==> src/design/oriented_box_corners_assert.svh <==
// Assertion helpers shared by the oriented box corners RTL.
// OBC_ASSERT is disabled while reset is low, OBC_ASSERT_ALWAYS is not.
`ifndef ORIENTED_BOX_CORNERS_ASSERT_SVH
`define ORIENTED_BOX_CORNERS_ASSERT_SVH
`ifndef SYNTHESIS
`define OBC_ASSERT(label, prop, msg) \
  label: assert property (@(posedge clk_i) disable iff (!rst_ni) prop) else $error(msg);
`define OBC_ASSERT_ALWAYS(label, prop, msg) \
  label: assert property (@(posedge clk_i) prop) else $error(msg);
`else
`define OBC_ASSERT(label, prop, msg)
`define OBC_ASSERT_ALWAYS(label, prop, msg)
`endif
`endif

==> src/design/obc_pkg.sv <==
`default_nettype none

package obc_pkg;

  localparam int unsigned HEAD_W   = 17;
  localparam int unsigned SIZE_W   = 16;
  localparam int unsigned TERM_W   = 32;   // unsigned Q30 series term
  localparam int unsigned ACC_W    = 34;   // signed Q30 partial sum
  localparam int unsigned REM_W    = TERM_W + 8;
  localparam int unsigned Q_FRAC   = 30;
  localparam int unsigned PIH_W    = 31;
  localparam int unsigned SC_W     = 18;   // signed Q16 sine / cosine
  localparam int unsigned PROD_W   = SIZE_W + 1 + SC_W;
  localparam int unsigned RND_W    = 17;   // rounded rotated half extent
  localparam int unsigned NUM_CELLS = 7;
  localparam int unsigned SIN_TERMS = 6;

  localparam logic [PIH_W-1:0]  PI_HALF_Q30 = 31'd1686629713;
  localparam logic [TERM_W-1:0] Q30_ONE     = 32'd1073741824;
  localparam longint unsigned   RECIP_NUM   = 64'h1_0000_0000;

  typedef enum logic [1:0] {
    QUAD_0,
    QUAD_1,
    QUAD_2,
    QUAD_3
  } quad_e;

  // Data handed from cell to cell along the series chain.
  typedef struct packed {
    logic                     bad;
    quad_e                    quad;
    logic [TERM_W-1:0]        x2;
    logic [TERM_W-1:0]        term_s;
    logic [TERM_W-1:0]        term_c;
    logic signed [ACC_W-1:0]  acc_s;
    logic signed [ACC_W-1:0]  acc_c;
  } trig_t;

  // Clamp at zero, round Q30 to Q16.
  function automatic logic signed [SC_W-1:0] q30_to_q16(input logic signed [ACC_W-1:0] v);
    logic signed [ACC_W-1:0] t;
    t = v + ACC_W'(signed'(34'sd8192));
    if (v < 0) begin
      return '0;
    end
    return t[SC_W+13:14];
  endfunction

endpackage

`default_nettype wire

==> src/design/obc_angle.sv <==
`default_nettype none

module obc_angle #(
  parameter int unsigned ANGLE_BITS = 16,
  parameter int unsigned SIDE_W     = 96
) (
  input  logic                              clk_i,
  input  logic                              rst_ni,
  input  logic                              valid_i,
  output logic                              ready_o,
  input  logic signed [obc_pkg::HEAD_W-1:0] heading_i,
  input  logic [SIDE_W-1:0]                 side_i,
  output logic                              valid_o,
  input  logic                              ready_i,
  output obc_pkg::trig_t                    trig_o,
  output logic [SIDE_W-1:0]                 side_o
);
  import obc_pkg::*;

  localparam int unsigned REM_BITS = ANGLE_BITS - 2;
  localparam int unsigned MUL_W    = REM_BITS + PIH_W;
  localparam longint unsigned ROUND_HALF = 64'd1 << (REM_BITS - 1);
  localparam int unsigned SQ_W     = 2 * PIH_W;

  logic [ANGLE_BITS-1:0] turn;
  logic [MUL_W-1:0]      xmul;
  logic [SQ_W-1:0]       sq;

  logic                  rdy_a, rdy_b;
  logic                  va_q, vb_q;
  logic [PIH_W-1:0]      xa_q;
  quad_e                 quada_q;
  logic                  bada_q;
  logic [SIDE_W-1:0]     sidea_q, sideb_q;
  trig_t                 trigb_d, trigb_q;

  assign turn = ANGLE_BITS'(heading_i[HEAD_W-2:0]);
  assign xmul = MUL_W'(turn[REM_BITS-1:0]) * MUL_W'(PI_HALF_Q30) + MUL_W'(ROUND_HALF);
  assign sq   = SQ_W'(xa_q) * SQ_W'(xa_q);

  always_comb begin
    trigb_d        = '0;
    trigb_d.bad    = bada_q;
    trigb_d.quad   = quada_q;
    trigb_d.x2     = sq[Q_FRAC+TERM_W-1:Q_FRAC];
    trigb_d.term_s = TERM_W'(xa_q);
    trigb_d.term_c = Q30_ONE;
    trigb_d.acc_s  = $signed({{(ACC_W-PIH_W){1'b0}}, xa_q});
    trigb_d.acc_c  = $signed({{(ACC_W-TERM_W){1'b0}}, Q30_ONE});
  end

  assign rdy_b   = !vb_q || ready_i;
  assign rdy_a   = !va_q || rdy_b;
  assign ready_o = rdy_a;

  always_ff @(posedge clk_i or negedge rst_ni) begin
    if (!rst_ni) begin
      va_q <= 1'b0;
      vb_q <= 1'b0;
    end else begin
      if (rdy_a) begin
        va_q <= valid_i;
      end
      if (rdy_b) begin
        vb_q <= va_q;
      end
    end
  end

  always_ff @(posedge clk_i) begin
    if (rdy_a && valid_i) begin
      xa_q    <= xmul[MUL_W-1:REM_BITS];
      quada_q <= quad_e'(turn[ANGLE_BITS-1:ANGLE_BITS-2]);
      bada_q  <= heading_i[HEAD_W-1];
      sidea_q <= side_i;
    end
    if (rdy_b && va_q) begin
      trigb_q <= trigb_d;
      sideb_q <= sidea_q;
    end
  end

  assign valid_o = vb_q;
  assign trig_o  = trigb_q;
  assign side_o  = sideb_q;

endmodule

`default_nettype wire

==> config.mk <==
export PLATFORM = sky130hd
export DESIGN_NAME = obc_angle
export DESIGN_NICKNAME = d
export VERILOG_FILES = /design/src/design/oriented_box_corners_assert.svh /design/src/design/obc_pkg.sv /design/src/design/obc_angle.sv
export SDC_FILE = /design/constraint.sdc
export NUM_CORES = 2
export LEC_CHECK = 0
export ABC_AREA = 1
export BUFFER_PORTS_ARGS = -buffer_cell sky130_fd_sc_hd__buf_4
export CAP_MARGIN = 20
export CORE_UTILIZATION = 57
export DETAILED_ROUTE_END_ITERATION = 12
export MAX_ROUTING_LAYER = met4
export PLACE_DENSITY = 0.88
export SLEW_MARGIN = 20
export SYNTH_ARGS = -nofsm -noshare
export SYNTH_HDL_FRONTEND = slang
export SYNTH_SLANG_ARGS = --single-unit
==> constraint.sdc <==
create_clock -name clk_i -period 9.75 [get_ports clk_i]
set_clock_uncertainty 0.2 [all_clocks]
set_input_delay 2.925 -clock clk_i [delete_from_list [all_inputs] [get_ports clk_i]]
set_output_delay 2.925 -clock clk_i [all_outputs]
set_load 0.03 [all_outputs]
# Word level (Yosys, flattened, before mapping)
# Cells that the tools add are included.
# W data, S select, Z words.
# totals
ff_bits	294
out_inout_bits	265
elab_cells	20
# classes
addsub	1
n_mul	2
n_reduce_logical	6
# ops
operator	n
$mul A31 B31 Y62	1
$add A45 B14 Y45 const B	1
$mul A14 B31 Y45 const B	1
$logic_and A1 B1 Y1	2
$logic_not A1 Y1	2
$logic_or A1 B1 Y1	2

# Longest topological paths before layout
# logic_depth
depth_word	4
mapped_depth	32

# Worst setup path after synthesis
# No wires, ideal clock.
# synth_path
path_type	input to register
startpoint	input ready_i
endpoint	register sideb_q[0], in the netlist side_o[0] (enable)
setup_time_ns	0.737
arrival_time_ns	10.743
t_required_ns	8.813
setup_slack_ns	-1.930
stages	2
n_path_buf	0
path_cell_list	inv_1 -> a21oi_1
# synth_between
elab_chain_len	2
# synth_lines
item	line	source
start, declared	obc_angle.sv:14	input logic ready_i,
$logic_or A1 B1 Y1	obc_angle.sv:52	assign rdy_b = !vb_q || ready_i;
$logic_and A1 B1 Y1	obc_angle.sv:77	if (rdy_b && va_q) begin
end signal, assigned	obc_angle.sv:79	sideb_q <= sidea_q;
end, declared	obc_angle.sv:34	logic [SIDE_W-1:0] sidea_q, sideb_q;
# No other way between the ends.
# A chain may end at the register's enable or synchronous reset.

# Final worst setup path
# layout_path
startpoint	register xa_q[21]
endpoint	register trigb_q (netlist bit trig_o[153]) (data pin)
# layout_between
elab_chain_len	1
# layout_lines
item	line	source
start, declared	obc_angle.sv:31	logic [PIH_W-1:0] xa_q;
start signal, assigned	obc_angle.sv:72	xa_q <= xmul[MUL_W-1:REM_BITS];
$mul A31 B31 Y62	obc_angle.sv:39	assign sq = SQ_W'(xa_q) * SQ_W'(xa_q);
via sq[51]	obc_angle.sv:27	logic [SQ_W-1:0] sq;
end signal, assigned	obc_angle.sv:78	trigb_q <= trigb_d;
end, declared	obc_angle.sv:35	trig_t trigb_d, trigb_q;
# The timed path passes the listed nets, and every way through them passes these cells.

==> metrics.txt <==
# TYPE chip_impl_metric gauge
chip_impl_info{name="status",value="finished, final reports clean"} 1
chip_impl_metric{name="synth_area_per_cell",unit="sq um"} 9.18
chip_impl_metric{name="layout.filler_cells",unit=""} 6199
chip_impl_metric{name="layout.core_utilization",unit="%"} 63.1
chip_impl_metric{name="required",unit="ns"} 9.86
chip_impl_metric{name="insertion_delay_to_the_later_sink_of_the_worst_skew_pair",unit="ns"} 0.59
chip_impl_metric{name="critical_path.max_stage_delay",unit="ns"} 1.09
chip_impl_info{name="yosysTopAreaCell",value="sky130_fd_sc_hd__fa_1"} 1
chip_impl_metric{name="ctsLongestPathBuffers",unit=""} 3
chip_impl_info{name="path_common_cell",value="sky130_fd_sc_hd__fa_1"} 1
chip_impl_metric{name="post-dp-hpwl",unit="mm"} 101
chip_impl_metric{name="place.port_buffers",unit=""} 311
chip_impl_info{name="family_with_the_most_delay_on_the_worst_path",value="adder cells"} 1
chip_impl_info{name="hp_start",value="sidea_q[50]"} 1
chip_impl_metric{name="yosys_register_bits",unit=""} 294
chip_impl_metric{name="layout-area-overhead-vs-synth",unit="%"} 9.56
chip_impl_metric{name="post_cts_resized",unit=""} 0
chip_impl_info{name="tritoncts_clock_tree",value="built"} 1
chip_impl_metric{name="drt_drc_violations_left",unit=""} 0
chip_impl_metric{name="setup_viol",unit=""} 0
chip_impl_metric{name="synthCells",unit=""} 4969
chip_impl_metric{name="postCtsSetupBuffers",unit=""} 0
chip_impl_metric{name="routed_vias",unit=""} 33329
chip_impl_info{name="rsz_0062_raised_after_global_routing",value="false"} 1
chip_impl_metric{name="clock_tree.htree_level_count",unit=""} 2
chip_impl_metric{name="worst_r2r_path_depth",unit=""} 26
chip_impl_metric{name="synth_cell_types",unit=""} 38
chip_impl_metric{name="detailedRoute.firstPassIterationCount",unit=""} 9
chip_impl_metric{name="post_route_antenna_net_violation_count",unit=""} 0
chip_impl_metric{name="finalCritPeriodShare",unit="%"} 81.4
chip_impl_metric{name="cp_data_arrival_time",unit="ns"} 8.04
chip_impl_metric{name="dpl_worst_slack",unit="ns"} 1.49
chip_impl_info{name="worst_setup_ep_type",value="flop"} 1
chip_impl_metric{name="seq_area_frac_synth",unit="%"} 19.3
chip_impl_metric{name="hold_viol",unit=""} 0
chip_impl_metric{name="global_route.overflow_total",unit=""} 0
chip_impl_metric{name="timing.setup.tns",unit="ns"} 0
chip_impl_metric{name="area_of_the_core_region",unit="sq mm"} 0.0791
chip_impl_info{name="endpoint_with_the_worst_hold_slack",value="side_o[50]"} 1
chip_impl_metric{name="nets",unit=""} 6654
chip_impl_info{name="critPathKind",value="reg2reg"} 1
chip_impl_metric{name="insertedDiodeCount",unit=""} 0
chip_impl_info{name="post_synth_main_area_contributors",value="sky130_fd_sc_hd__fa_1 38%, sky130_fd_sc_hd__edfxtp_1 19%, sky130_fd_sc_hd__inv_1 13%"} 1
chip_impl_info{name="crit-reg2reg-capture",value="trig_o[153]"} 1
chip_impl_metric{name="gp_congestion",unit=""} 0.996
chip_impl_info{name="critPathSlowestCell",value="sky130_fd_sc_hd__edfxtp_1"} 1
chip_impl_metric{name="pin_count_of_the_biggest_net_entering_global_routing",unit=""} 72
chip_impl_metric{name="grt_first_pass_wirelength",unit="mm"} 194
chip_impl_metric{name="largest_fanout_on_the_critical_path",unit=""} 18
chip_impl_metric{name="drt-vias-per-instance",unit=""} 5.28
chip_impl_metric{name="ctsHoldBuffers",unit=""} 0
chip_impl_metric{name="io_pins",unit=""} 382
chip_impl_info{name="timing.hold.worst.class",value="reg2reg"} 1
chip_impl_metric{name="postLayoutSetupSlackWorst",unit="ns"} 1.81
chip_impl_metric{name="tightest_slew_margin_relative_to_the_limit",unit="%"} 22.6
chip_impl_metric{name="final_layout_size_suffix_gt1_share",unit="%"} 8.12
chip_impl_metric{name="wire_length_per_cell",unit="microns"} 19.5
chip_impl_metric{name="clock_transition_at_the_register_clock_pins_on_the_worst_setup_and_hold_paths_after_cts",unit="ns"} 0.07
chip_impl_metric{name="grtUsageTotal",unit="%"} 32.2
chip_impl_info{name="cts_root_buf",value="sky130_fd_sc_hd__clkbuf_16"} 1
chip_impl_metric{name="fp-row-count",unit=""} 103
chip_impl_metric{name="yosysTopAreaCellShare",unit="%"} 38.4
chip_impl_metric{name="cts_inserted_buffers",unit=""} 34
chip_impl_metric{name="initial_core_util",unit="%"} 57.6
chip_impl_metric{name="numClockSinks",unit=""} 294
chip_impl_info{name="critPathLaunch",value="xa_q[21]"} 1
chip_impl_info{name="critPathLaunchType",value="flop"} 1
chip_impl_metric{name="hold_path_depth",unit=""} 0
chip_impl_metric{name="r2r_slack",unit="ns"} 1.81
chip_impl_metric{name="final-max-slew-violation-count",unit=""} 0
chip_impl_metric{name="cap_violations",unit=""} 0
chip_impl_metric{name="first_global_vias",unit=""} 36683
chip_impl_metric{name="synth.yosys.warnings",unit=""} 0
chip_impl_metric{name="synth_cell_area",unit="sq mm"} 0.0456
chip_impl_metric{name="postRouteWirelength",unit="mm"} 123
chip_impl_metric{name="drt_first_iter_violations",unit=""} 2459
chip_impl_metric{name="die_height",unit="microns"} 285
chip_impl_metric{name="max_freq",unit="GHz"} 0.126
chip_impl_metric{name="cp.buffers_inverters",unit=""} 6
chip_impl_info{name="critical_path.reg2reg.startpoint",value="xa_q[21]"} 1
chip_impl_metric{name="fin_crit",unit="ns"} 7.94
chip_impl_metric{name="grt_antenna_before_repair",unit=""} 0
chip_impl_metric{name="dieArea",unit="sq mm"} 0.0811
chip_impl_metric{name="fp.dieW",unit="microns"} 285
chip_impl_metric{name="tightestPinTransition",unit="ns"} 1.16
chip_impl_metric{name="hold_ws",unit="ns"} 0.204
area by class of cell:
type	count	area [sq um]	share of cell area [%]
Clock buffer	39	870	1.74
Clock inverter	22	290	0.581
Inverter	1538	5780	11.6
Multi-Input combinational cell	3009	30200	60.4
Sequential cell	294	8820	17.7
Tap cell	1050	1310	2.63
Timing Repair Buffer	355	2740	5.48
how the worst max path moves through the flow:
stage,to,slack [ns],cells after the start
2_1_floorplan,side_o[0],1.40,2
3_3_place_gp,xa_q[29],1.54,19
3_5_place_dp,xa_q[19],1.49,18
4_1_cts,trig_o[153],1.84,24
5_1_grt,trig_o[152],1.48,25
6_report,trig_o[153],1.81,26
worst reg2reg max path, stage by stage (launching register included):
cell	delay, ns
sky130_fd_sc_hd__edfxtp_1	1.09
sky130_fd_sc_hd__buf_4	0.42
sky130_fd_sc_hd__nand2_1	0.09
sky130_fd_sc_hd__inv_1	0.16
sky130_fd_sc_hd__fa_1	0.45
sky130_fd_sc_hd__fa_1	0.48
sky130_fd_sc_hd__fa_1	0.54
sky130_fd_sc_hd__inv_1	0.05
sky130_fd_sc_hd__fa_1	0.50
sky130_fd_sc_hd__inv_1	0.06
sky130_fd_sc_hd__fa_1	0.56
sky130_fd_sc_hd__fa_1	0.43
sky130_fd_sc_hd__fa_1	0.49
sky130_fd_sc_hd__inv_1	0.06
sky130_fd_sc_hd__fa_1	0.49
sky130_fd_sc_hd__inv_1	0.05
sky130_fd_sc_hd__ha_1	0.36
sky130_fd_sc_hd__nand2_1	0.09
sky130_fd_sc_hd__nand2_1	0.08
sky130_fd_sc_hd__a21oi_1	0.22
sky130_fd_sc_hd__nand2_1	0.12
sky130_fd_sc_hd__a21oi_1	0.22
sky130_fd_sc_hd__nor2_1	0.08
sky130_fd_sc_hd__nor2_1	0.15
sky130_fd_sc_hd__nand2_1	0.07
sky130_fd_sc_hd__nand2_1	0.05
sky130_fd_sc_hd__nand2_1	0.11
metrics by stage:
step	instance area [sq um]	std cells
after floorplan	45900	5037
after global placement	48700	6240
after detailed placement	48800	6245
after CTS	49900	6306
after global routing	50000	6307
final	50000	6307
cells in the final DEF, fill, tap and decap left out, drive strengths merged, types with 2 or more instances in the layout:
cell	Yosys	layout
inv	1538	1542
nand2	1072	1072
fa	875	875
ha	430	430
buf	112	355
edfxtp	292	292
nor2	163	163
a21oi	132	132
nand3	76	76
conb	2	70
o21ai	69	69
clkbuf	84	39
xor2	35	35
nand4	20	20
xnor2	14	14
clkinv	0	13
o21bai	12	12
nor3	12	12
nor4	6	6
a21o	4	4
o21a	4	4
nand3b	3	3
bufinv	0	3
a31o	2	2
or2	2	2
o211ai	2	2
clkinvlp	0	2
dfrtp	2	2
and2	2	2
logic make-up (layout without fill, tap and decap cells):
| kind of cell | Yosys count | after routing | share of synthesized area, % |
|---|---|---|---|
| AOI/OAI and AO/OA | 228 | 228 | 2.66 |
| other | 2 | 70 | 0.0165 |
| xor gates and xnor gates | 49 | 49 | 0.941 |
| buffers and inverters | 1734 | 1954 | 15.1 |
| adders and majority gates | 1305 | 1305 | 50.2 |
| and+or+nand+nor | 1357 | 1357 | 11.7 |
| DFF | 294 | 294 | 19.3 |
synthesized netlist by cell type:
master and n:
sky130_fd_sc_hd__a21boi_0 1, sky130_fd_sc_hd__a21o_1 4, sky130_fd_sc_hd__a21oi_1 132, sky130_fd_sc_hd__a31o_2 2, sky130_fd_sc_hd__a31oi_1 1, sky130_fd_sc_hd__and2_0 1, sky130_fd_sc_hd__and2_1 1, sky130_fd_sc_hd__and3_1 1
sky130_fd_sc_hd__buf_1 10, sky130_fd_sc_hd__buf_4 102, sky130_fd_sc_hd__clkbuf_1 84, sky130_fd_sc_hd__conb_1 2, sky130_fd_sc_hd__dfrtp_1 2, sky130_fd_sc_hd__edfxtp_1 292, sky130_fd_sc_hd__fa_1 875, sky130_fd_sc_hd__ha_1 430
sky130_fd_sc_hd__inv_1 1538, sky130_fd_sc_hd__nand2_1 1067, sky130_fd_sc_hd__nand2_2 4, sky130_fd_sc_hd__nand2_4 1, sky130_fd_sc_hd__nand3_1 76, sky130_fd_sc_hd__nand3b_1 3, sky130_fd_sc_hd__nand4_1 20, sky130_fd_sc_hd__nor2_1 157
sky130_fd_sc_hd__nor2_2 5, sky130_fd_sc_hd__nor2_4 1, sky130_fd_sc_hd__nor3_1 10, sky130_fd_sc_hd__nor3_2 2, sky130_fd_sc_hd__nor4_1 6, sky130_fd_sc_hd__o211ai_1 2, sky130_fd_sc_hd__o21a_1 4, sky130_fd_sc_hd__o21ai_0 67
sky130_fd_sc_hd__o21ai_1 2, sky130_fd_sc_hd__o21bai_1 12, sky130_fd_sc_hd__o311ai_0 1, sky130_fd_sc_hd__or2_2 2, sky130_fd_sc_hd__xnor2_1 14, sky130_fd_sc_hd__xor2_1 35
flip-flops by register name, indices dropped and copies added (netlist names):
| name | count |
|---|---|
| xa_q | 31 |
| bada_q | 1 |
| sidea_q | 96 |
| valid_o | 1 |
| trig_o | 66 |
| quada_q | 2 |
| va_q | 1 |
| side_o | 96 |
metal layers:
metal	vias to the layer above	share of wire, %	global-route usage (%)
li1	14812	-	-
met1	16371	37	38.4
met2	1666	49	53.2
met3	480	8.7	5.88
met4	0	5.2	14.8
met5	-	0	-
Power is not shown: default switching activity piles up to over one toggle a cycle in this logic, so the estimate is an artifact.
