<file path="config.mk">
export PLATFORM = sky130hd
export DESIGN_NAME = obc_corner
export DESIGN_NICKNAME = d
export VERILOG_FILES = /design/src/design/oriented_box_corners_assert.svh /design/src/design/obc_pkg.sv /design/src/design/obc_corner.sv
export SDC_FILE = /design/constraint.sdc
export NUM_CORES = 2
export LEC_CHECK = 0
export ABC_AREA = 1
export BUFFER_PORTS_ARGS = -buffer_cell sky130_fd_sc_hd__buf_4
export CAP_MARGIN = 5
export CORE_MARGIN = 5
export CORE_UTILIZATION = 50
export DETAILED_ROUTE_END_ITERATION = 8
export GPL_TIMING_DRIVEN = 1
export PLACE_DENSITY = 0.73
export SKIP_LAST_GASP = 1
export SLEW_MARGIN = 20
export SYNTH_ARGS = -nofsm -noshare
export SYNTH_HDL_FRONTEND = slang
export SYNTH_SLANG_ARGS = --single-unit
</file>
<file path="constraint.sdc">
create_clock -name clk_i -period 15 [get_ports clk_i]
set_input_delay 3.75 -clock clk_i [delete_from_list [all_inputs] [get_ports clk_i]]
set_output_delay 3.75 -clock clk_i [all_outputs]
set_load 0.05 [all_outputs]
</file>
<file path="src/design/oriented_box_corners_assert.svh">
// Assertion helpers shared by the oriented box corners RTL.
// OBC_ASSERT is disabled while reset is low, OBC_ASSERT_ALWAYS is not.
`ifndef ORIENTED_BOX_CORNERS_ASSERT_SVH
`define ORIENTED_BOX_CORNERS_ASSERT_SVH
`ifndef SYNTHESIS
`define OBC_ASSERT(label, prop, msg) \
  label: assert property (@(posedge clk_i) disable iff (!rst_ni) prop) else $error(msg);
`define OBC_ASSERT_ALWAYS(label, prop, msg) \
  label: assert property (@(posedge clk_i) prop) else $error(msg);
`else
`define OBC_ASSERT(label, prop, msg)
`define OBC_ASSERT_ALWAYS(label, prop, msg)
`endif
`endif

</file>
<file path="src/design/obc_pkg.sv">
`default_nettype none

package obc_pkg;

  localparam int unsigned HEAD_W   = 17;
  localparam int unsigned SIZE_W   = 16;
  localparam int unsigned TERM_W   = 32;   // unsigned Q30 series term
  localparam int unsigned ACC_W    = 34;   // signed Q30 partial sum
  localparam int unsigned REM_W    = TERM_W + 8;
  localparam int unsigned Q_FRAC   = 30;
  localparam int unsigned PIH_W    = 31;
  localparam int unsigned SC_W     = 18;   // signed Q16 sine / cosine
  localparam int unsigned PROD_W   = SIZE_W + 1 + SC_W;
  localparam int unsigned RND_W    = 17;   // rounded rotated half extent
  localparam int unsigned NUM_CELLS = 7;
  localparam int unsigned SIN_TERMS = 6;

  localparam logic [PIH_W-1:0]  PI_HALF_Q30 = 31'd1686629713;
  localparam logic [TERM_W-1:0] Q30_ONE     = 32'd1073741824;
  localparam longint unsigned   RECIP_NUM   = 64'h1_0000_0000;

  typedef enum logic [1:0] {
    QUAD_0,
    QUAD_1,
    QUAD_2,
    QUAD_3
  } quad_e;

  // Data handed from cell to cell along the series chain.
  typedef struct packed {
    logic                     bad;
    quad_e                    quad;
    logic [TERM_W-1:0]        x2;
    logic [TERM_W-1:0]        term_s;
    logic [TERM_W-1:0]        term_c;
    logic signed [ACC_W-1:0]  acc_s;
    logic signed [ACC_W-1:0]  acc_c;
  } trig_t;

  // Clamp at zero, round Q30 to Q16.
  function automatic logic signed [SC_W-1:0] q30_to_q16(input logic signed [ACC_W-1:0] v);
    logic signed [ACC_W-1:0] t;
    t = v + ACC_W'(signed'(34'sd8192));
    if (v < 0) begin
      return '0;
    end
    return t[SC_W+13:14];
  endfunction

endpackage

`default_nettype wire

</file>
<file path="src/design/obc_corner.sv">
`default_nettype none

module obc_corner #(
  parameter int unsigned COORD_WIDTH = 32
) (
  input  logic                              clk_i,
  input  logic                              rst_ni,
  input  logic                              valid_i,
  output logic                              ready_o,
  input  obc_pkg::trig_t                    trig_i,
  input  logic signed [COORD_WIDTH-1:0]     cx_i,
  input  logic signed [COORD_WIDTH-1:0]     cy_i,
  input  logic [obc_pkg::SIZE_W-1:0]        len_i,
  input  logic [obc_pkg::SIZE_W-1:0]        wid_i,
  output logic                              valid_o,
  input  logic                              ready_i,
  output logic signed [COORD_WIDTH-1:0]     fl_x_o,
  output logic signed [COORD_WIDTH-1:0]     fl_y_o,
  output logic signed [COORD_WIDTH-1:0]     bl_x_o,
  output logic signed [COORD_WIDTH-1:0]     bl_y_o,
  output logic signed [COORD_WIDTH-1:0]     br_x_o,
  output logic signed [COORD_WIDTH-1:0]     br_y_o,
  output logic signed [COORD_WIDTH-1:0]     fr_x_o,
  output logic signed [COORD_WIDTH-1:0]     fr_y_o,
  output logic                              bad_o
);
  import obc_pkg::*;

  localparam int unsigned SUM_W = ((COORD_WIDTH > RND_W) ? COORD_WIDTH : RND_W) + 2;
  localparam logic signed [SUM_W-1:0] HI = SUM_W'({1'b0, {(COORD_WIDTH-1){1'b1}}});
  localparam logic signed [SUM_W-1:0] LO = -HI - SUM_W'(1);

  typedef logic signed [COORD_WIDTH-1:0] coord_t;
  typedef logic signed [SUM_W-1:0]       wide_t;
  typedef logic signed [RND_W-1:0]       rnd_t;
  typedef logic signed [PROD_W-1:0]      prod_t;

  function automatic rnd_t rnd(input logic signed [PROD_W:0] v);
    logic signed [PROD_W:0] t;
    t = v + (PROD_W+1)'(signed'(36'sd65536));
    return t[RND_W+16:17];
  endfunction

  function automatic coord_t sat(input wide_t v);
    wide_t t;
    t = v;
    if (v > HI) begin
      t = HI;
    end else if (v < LO) begin
      t = LO;
    end
    return t[COORD_WIDTH-1:0];
  endfunction

  logic rdy1, rdy2, rdy3, rdy4;
  logic v1_q, v2_q, v3_q, v4_q;

  // stage 1: final sine / cosine
  logic signed [SC_W-1:0] s16, c16, sn_d, cs_d;
  logic signed [SC_W-1:0] sn1_q, cs1_q;
  logic                   bad1_q, bad2_q, bad3_q, bad4_q;
  coord_t                 cx1_q, cy1_q, cx2_q, cy2_q, cx3_q, cy3_q;
  logic [SIZE_W-1:0]      len1_q, wid1_q;

  // stage 2: rotated extents
  prod_t p_lc, p_ls, p_wc, p_ws;
  prod_t plc2_q, pls2_q, pwc2_q, pws2_q;

  // stage 3: rounded for both signs of each extent
  rnd_t rlc_p_q, rlc_n_q, rls_p_q, rls_n_q, rwc_p_q, rwc_n_q, rws_p_q, rws_n_q;

  // stage 4: corner sums
  wide_t  cxw, cyw;
  coord_t fl_x_q, fl_y_q, bl_x_q, bl_y_q, br_x_q, br_y_q, fr_x_q, fr_y_q;

  assign s16 = q30_to_q16(trig_i.acc_s);
  assign c16 = q30_to_q16(trig_i.acc_c);

  always_comb begin
    unique case (trig_i.quad)
      QUAD_0: begin
        sn_d = s16;
        cs_d = c16;
      end
      QUAD_1: begin
        sn_d = c16;
        cs_d = -s16;
      end
      QUAD_2: begin
        sn_d = -s16;
        cs_d = -c16;
      end
      QUAD_3: begin
        sn_d = -c16;
        cs_d = s16;
      end
      default: begin
        sn_d = '0;
        cs_d = '0;
      end
    endcase
  end

  assign p_lc = PROD_W'($signed({1'b0, len1_q})) * PROD_W'(cs1_q);
  assign p_ls = PROD_W'($signed({1'b0, len1_q})) * PROD_W'(sn1_q);
  assign p_wc = PROD_W'($signed({1'b0, wid1_q})) * PROD_W'(cs1_q);
  assign p_ws = PROD_W'($signed({1'b0, wid1_q})) * PROD_W'(sn1_q);

  assign cxw = SUM_W'(cx3_q);
  assign cyw = SUM_W'(cy3_q);

  assign rdy4    = !v4_q || ready_i;
  assign rdy3    = !v3_q || rdy4;
  assign rdy2    = !v2_q || rdy3;
  assign rdy1    = !v1_q || rdy2;
  assign ready_o = rdy1;

  always_ff @(posedge clk_i or negedge rst_ni) begin
    if (!rst_ni) begin
      v1_q <= 1'b0;
      v2_q <= 1'b0;
      v3_q <= 1'b0;
      v4_q <= 1'b0;
    end else begin
      if (rdy1) begin
        v1_q <= valid_i;
      end
      if (rdy2) begin
        v2_q <= v1_q;
      end
      if (rdy3) begin
        v3_q <= v2_q;
      end
      if (rdy4) begin
        v4_q <= v3_q;
      end
    end
  end

  always_ff @(posedge clk_i) begin
    if (rdy1 && valid_i) begin
      sn1_q  <= sn_d;
      cs1_q  <= cs_d;
      bad1_q <= trig_i.bad;
      cx1_q  <= cx_i;
      cy1_q  <= cy_i;
      len1_q <= len_i;
      wid1_q <= wid_i;
    end
    if (rdy2 && v1_q) begin
      plc2_q <= p_lc;
      pls2_q <= p_ls;
      pwc2_q <= p_wc;
      pws2_q <= p_ws;
      bad2_q <= bad1_q;
      cx2_q  <= cx1_q;
      cy2_q  <= cy1_q;
    end
    if (rdy3 && v2_q) begin
      // R(-p) differs from -R(p) on ties, so round each sign on its own
      rlc_p_q <= rnd((PROD_W+1)'(plc2_q));
      rlc_n_q <= rnd(-(PROD_W+1)'(plc2_q));
      rls_p_q <= rnd((PROD_W+1)'(pls2_q));
      rls_n_q <= rnd(-(PROD_W+1)'(pls2_q));
      rwc_p_q <= rnd((PROD_W+1)'(pwc2_q));
      rwc_n_q <= rnd(-(PROD_W+1)'(pwc2_q));
      rws_p_q <= rnd((PROD_W+1)'(pws2_q));
      rws_n_q <= rnd(-(PROD_W+1)'(pws2_q));
      bad3_q  <= bad2_q;
      cx3_q   <= cx2_q;
      cy3_q   <= cy2_q;
    end
    if (rdy4 && v3_q) begin
      bad4_q <= bad3_q;
      if (bad3_q) begin
        fl_x_q <= '0;
        fl_y_q <= '0;
        bl_x_q <= '0;
        bl_y_q <= '0;
        br_x_q <= '0;
        br_y_q <= '0;
        fr_x_q <= '0;
        fr_y_q <= '0;
      end else begin
        fl_x_q <= sat(cxw + SUM_W'(rlc_p_q) - SUM_W'(rws_p_q));
        fl_y_q <= sat(cyw + SUM_W'(rwc_p_q) + SUM_W'(rls_p_q));
        bl_x_q <= sat(cxw + SUM_W'(rlc_n_q) - SUM_W'(rws_p_q));
        bl_y_q <= sat(cyw + SUM_W'(rwc_p_q) + SUM_W'(rls_n_q));
        br_x_q <= sat(cxw + SUM_W'(rlc_n_q) - SUM_W'(rws_n_q));
        br_y_q <= sat(cyw + SUM_W'(rwc_n_q) + SUM_W'(rls_n_q));
        fr_x_q <= sat(cxw + SUM_W'(rlc_p_q) - SUM_W'(rws_n_q));
        fr_y_q <= sat(cyw + SUM_W'(rwc_n_q) + SUM_W'(rls_p_q));
      end
    end
  end

  assign valid_o = v4_q;
  assign bad_o   = bad4_q;
  assign fl_x_o  = fl_x_q;
  assign fl_y_o  = fl_y_q;
  assign bl_x_o  = bl_x_q;
  assign bl_y_o  = bl_y_q;
  assign br_x_o  = br_x_q;
  assign br_y_o  = br_y_q;
  assign fr_x_o  = fr_x_q;
  assign fr_y_o  = fr_y_q;

endmodule

`default_nettype wire
</file>
# --- Yosys cells after proc, flatten, opt, wreduce, memory -nomap -nowiden ---
# Cells that the tools add are included.
classes:
  add_sub_neg: 28
  n_mul: 4
  mux: 24
  n_reduce_logical: 21
  magnitude_cmp: 18
  n_eq_ne: 3
ops:
  columns: ["operator", "n"]
  rows:
  - ["34-bit by 18-bit adder with 34-bit output (second input constant)", 8]
  - ["34-bit by 32-bit > comparator with 1-bit output (second input constant)", 8]
  - ["34-bit by 32-bit < comparator with 1-bit output (second input constant)", 8]
  - ["32-bit 2-to-1 mux", 8]
  - ["31-bit 2-to-1 mux", 8]
  - ["18-bit one-hot mux with 4 select lines", 2]
  - ["33-bit by 17-bit adder with 34-bit output", 4]
  - ["17-bit by 18-bit multiplier with 34-bit output", 4]
  - ["34-bit negation", 4]
  - ["33-bit by 17-bit subtractor with 34-bit output", 4]
  - ["32-bit by 17-bit adder with 33-bit output", 4]
  - ["18-bit 2-to-1 mux", 4]
  - ["34-bit by 1-bit < comparator with 1-bit output (second input constant)", 2]
  - ["32-bit by 15-bit adder with 32-bit output (second input constant)", 2]
  - ["18-bit negation", 2]
  - ["2-bit OR reduction", 8]
  - ["2-bit == test (second input constant)", 2]
  - ["1-bit logical AND", 4]
  - ["1-bit zero test", 4]
  - ["1-bit logical OR", 4]
  - ["2-bit by 1-bit == test with 1-bit output (second input constant)", 1]
  - ["2-bit zero test", 1]
  - ["1-bit 2-to-1 mux", 2]
word_totals:
  reg_bits: 796
  inputBits: 267
  output_inout_bits: 259
  elab_cells: 144

# --- Logic depth before layout (Yosys ltp) ---
logic_depth:
  word_depth: 6
  ltp_mapped: 29
  ltp_nobuf: 27

# --- Worst setup path after synthesis ---
# Ideal clock, no wire load.
synth_path:
  kind: "input to register"
  from: "in ready_i"
  to: "reg bad4_q (netlist: bad_o), enable pin"
  slack_ps: -430
  required_ps: 14115
  path_buffers: 0
  cell_stages: 2
  t_arrival_ps: 14544
  path_cell_list: "nor2_1 nor2_1"
synth_via:
  elab_chain_len: 2
synth_rtl:
  columns: ["item", "line_no", "rtl"]
  rows:
  - ["start: declaration", "obc_corner.sv:16", "input logic ready_i,"]
  - ["1-bit logical OR", "obc_corner.sv:112", "assign rdy4 = !v4_q || ready_i;"]
  - ["1-bit logical AND", "obc_corner.sv:173", "if (rdy4 && v3_q) begin"]
  - ["end signal: assignment", "obc_corner.sv:174", "bad4_q <= bad3_q;"]
  - ["end: declaration", "obc_corner.sv:61", "logic bad1_q, bad2_q, bad3_q, bad4_q;"]
# No other way between the ends.
# A chain may end at the register's enable or synchronous reset.

# --- Worst setup path in the final report ---
layout_path:
  from: "in ready_i"
  to: "out ready_o"
layout_via:
  elab_chain_len: 4
layout_rtl:
  columns: ["item", "line_no", "rtl"]
  rows:
  - ["1-bit logical OR", "obc_corner.sv:112", null]
  - ["1-bit logical OR", "obc_corner.sv:113", "assign rdy3 = !v3_q || rdy4;"]
  - ["1-bit logical OR", "obc_corner.sv:114", "assign rdy2 = !v2_q || rdy3;"]
  - ["1-bit logical OR", "obc_corner.sv:115", "assign rdy1 = !v1_q || rdy2;"]
  - ["end: declaration", "obc_corner.sv:9", "output logic ready_o,"]
# No other way between the ends.

==> results.py <==
metrics = {
    "setup_path": {
        "arrival_ns": 5.01,
        "slowest_stage": "nor2_1",
        "reg2reg_depth": 22,
        "path_cells": "buf_4 > nor2_1 > inv_1 > nor2_1 > inv_1 > nor2_1 > inv_1 > nor2_1 > inv_1 > buf_4",
        "regToRegSetupSlack_ns": 8.24,
        "cp.required_ns": 11.25,
        "startpoint_type": "input pin",
        "r2r_start": "cs1_q[12]$_DFFE_PP_",
        "crit_type": "input pin to primary output",
        "worst_path_largest_cell_delay_ns": 0.22,
        "cp_max_fo": 3,
        "reg2reg_to": "plc2_q[25]$_DFFE_PP_",
        "critPathCaptureType": "primary output",
    },
    "synthesis": {
        "synth_commonest_cells": "2847 x nand2_1, 2463 x inv_1, 1164 x fa_1",
        "yosys_warnings": 0,
        "synthFlopType": "edfxtp_1",
        "synth_area_leaders": "edfxtp_1 24%, fa_1 24%, nand2_1 11%",
        "synth_area_leader_cell": "edfxtp_1",
        "synth_area_per_cell_um2": 8.268,
        "synth_seq_area_share": 0.2412,
        "synth_cell_type_count": 61,
        "synth-edff-count": 792,
        "postSynth.asyncResetShare": 0.005025,
        "synth_area_um2": 99010,
        "synth-seq-cells": 796,
        "yosysMostFrequentCell": "nand2_1",
        "yosysTopAreaCellShare": 0.2402,
        "synth_nets": 14160,
        "syn_inst": 11980,
    },
    "cts": {
        "cts_setup_buffers": 0,
        "root_buffer": "clkbuf_16",
        "clkLatencyLatePin_ns": 0.77,
        "clkTransAtPathRegs_ns": 0.06,
        "clkSinkCount": 796,
        "cts_tree": "done",
        "htreeDepth": 3,
        "cts_buffers": 90,
        "hold_buffers": 0,
        "postCtsResizedCells": 0,
        "clk_path_buf_depth": 3,
    },
    "detailed_routing": {
        "viasPerCell": 5.348,
        "wl_met1_mm": 116.6,
        "wl_per_cell_um": 18.21,
        "drc": 0,
        "ant_nets": 0,
        "drt_iter0_markers": 7151,
        "top_layer_used": "met4",
        "dr_wl_met3_mm": 24.54,
        "wl_met2_mm": 120.4,
        "routed_wl_mm": 271.9,
        "vias": 79870,
        "drt_pass1_iterations": 6,
    },
    "global_route": {
        "antenna_found_initial": 4,
        "first_global_vias": 78680,
        "grt_use_total": 0.2627,
        "grt_pass1_wl_mm": 430.2,
        "grt_max_degree": 166,
        "grt_overflow": 0,
    },
    "timing": {
        "finalHoldViolCount": 0,
        "rsz0062_at_grt": "no",
        "fmax_mhz": 114.2,
        "max_slew_margin": 0.1838,
        "worst_slew_pin_slew_ns": 1.224,
        "clock_skew_ns": 0.06735,
        "fin_crit_sh": 0.5838,
        "drv_slew": 0,
        "setup_violations": 0,
        "tns_ns": 0,
        "period_needed_ns": 8.757,
    },
    "die": {
        "die-area_um2": 207000,
        "num_rows": 163,
        "die_x_um": 455,
        "coreArea_um2": 197200,
        "ioPinCount": 526,
        "start_util": 0.5021,
        "fp.dieH_um": 455,
    },
    "layout": {
        "nNetsFinal": 14400,
        "drive_gt1_frac": 0.06582,
        "area_growth_pct": 8.577,
    },
    "min_path": {
        "hold_start": "bad2_q$_DFFE_PP_",
        "hold_class": "flop to flop",
        "whs_endpoint": "bad3_q$_DFFE_PP_",
        "hold_depth": 0,
    },
    "placement": {
        "gp_congestion": 0.9964,
        "hpwl_mm": 215.8,
        "io_buffers": 401,
    },
    "flow_run": {
        "cap_viol_max_count": 0,
    },
    "run_status": {
        "status": "finished, final reports clean",
    },
}
## per-stage QoR
stage	instance area, um2	worst slack [ns]	std cells	utilization	hold WS [ns]
6_report	107500	6.243	14930	0.5451	0.3855
5_1_grt	107500	6.094	14930	0.5451	0.3983
4_1_cts	107500	6.225	14930	0.5451	0.3881
3_5_place_dp	104500	6.231	14770	0.5301	0.4045
3_3_place_gp	104500	6.273	14770	0.5301	0.4012
2_1_floorplan	99020	4.055	11980	-	0.4003
## critical path, delay by kind of cell
family	cells	cell delay [ns]
buffers and inverters	6	0.63
and+or+nand+nor	4	0.62
## routing by layer
metal,global-route usage,up-vias
li1,-,38040
met1,0.3716,38060
met2,0.4135,3273
met3,0.04070,496
met4,0.09165,0
met5,0,-
## state kept, by name (all words and copies together) (netlist names), 34 cells and up
name and count:
plc2_q 34, pls2_q 34, pwc2_q 34, pws2_q 34
## area by class of cell
type                       instances  area, um2
antenna                            2      5.005
clock buffer                     107       2377
clock inverter                    58      580.6
fill                           18240      89710
inverter                        2472       9299
multi-input combinational       8367      64340
sequential                       796      23880
tap                             2640       3303
timing repair buffer             492       3719
## logic make-up (layout without fill, tap and decap cells)
logic type / Yosys count / after routing / share of synthesized area
buffers and inverters: 2813 / 3129 / 0.1092
AOI/OAI and AO/OA: 1312 / 1312 / 0.07514
other: 0 / 2 / 0
xor gates and xnor gates: 603 / 603 / 0.05334
DFF: 796 / 796 / 0.2412
adders and majority gates: 1916 / 1916 / 0.3304
and+or+nand+nor: 4536 / 4536 / 0.1907
## worst max path at each step
stage,start,end,slack (ns)
2_1_floorplan,ready_i,bad_o$_DFFE_PP_,4.06
4_1_cts,ready_i,ready_o,6.23
6_report,ready_i,ready_o,6.24
5_1_grt,ready_i,ready_o,6.09
3_3_place_gp,ready_i,ready_o,6.27
3_5_place_dp,ready_i,ready_o,6.23
## layout by cell type, fill, tap and decap left out, types with 8 or more instances in the layout
| cell | instances |
|---|---|
| a21boi_0 | 25 |
| a21boi_1 | 8 |
| a21o_1 | 69 |
| a21oi_1 | 630 |
| a221oi_1 | 11 |
| a31oi_1 | 32 |
| buf_4 | 490 |
| clkbuf_1 | 12 |
| clkbuf_16 | 91 |
| clkinv_1 | 10 |
| clkinv_2 | 13 |
| clkinvlp_4 | 15 |
| edfxtp_1 | 792 |
| fa_1 | 1164 |
| ha_1 | 752 |
| inv_1 | 2461 |
| nand2_1 | 2846 |
| nand2_2 | 42 |
| nand3_1 | 586 |
| nand3_2 | 19 |
| nand3b_1 | 14 |
| nand4_1 | 94 |
| nor2_1 | 688 |
| nor2_2 | 19 |
| nor3_1 | 139 |
| nor3_2 | 22 |
| nor4_1 | 34 |
| o2111ai_1 | 18 |
| o211ai_1 | 13 |
| o21a_1 | 22 |
| o21ai_0 | 330 |
| o21ai_1 | 39 |
| o21ai_2 | 22 |
| o21bai_1 | 44 |
| o221ai_1 | 9 |
| xnor2_1 | 176 |
| xor2_1 | 427 |
Power is not shown: default switching activity piles up to over one toggle a cycle in this logic, so the estimate is an artifact.
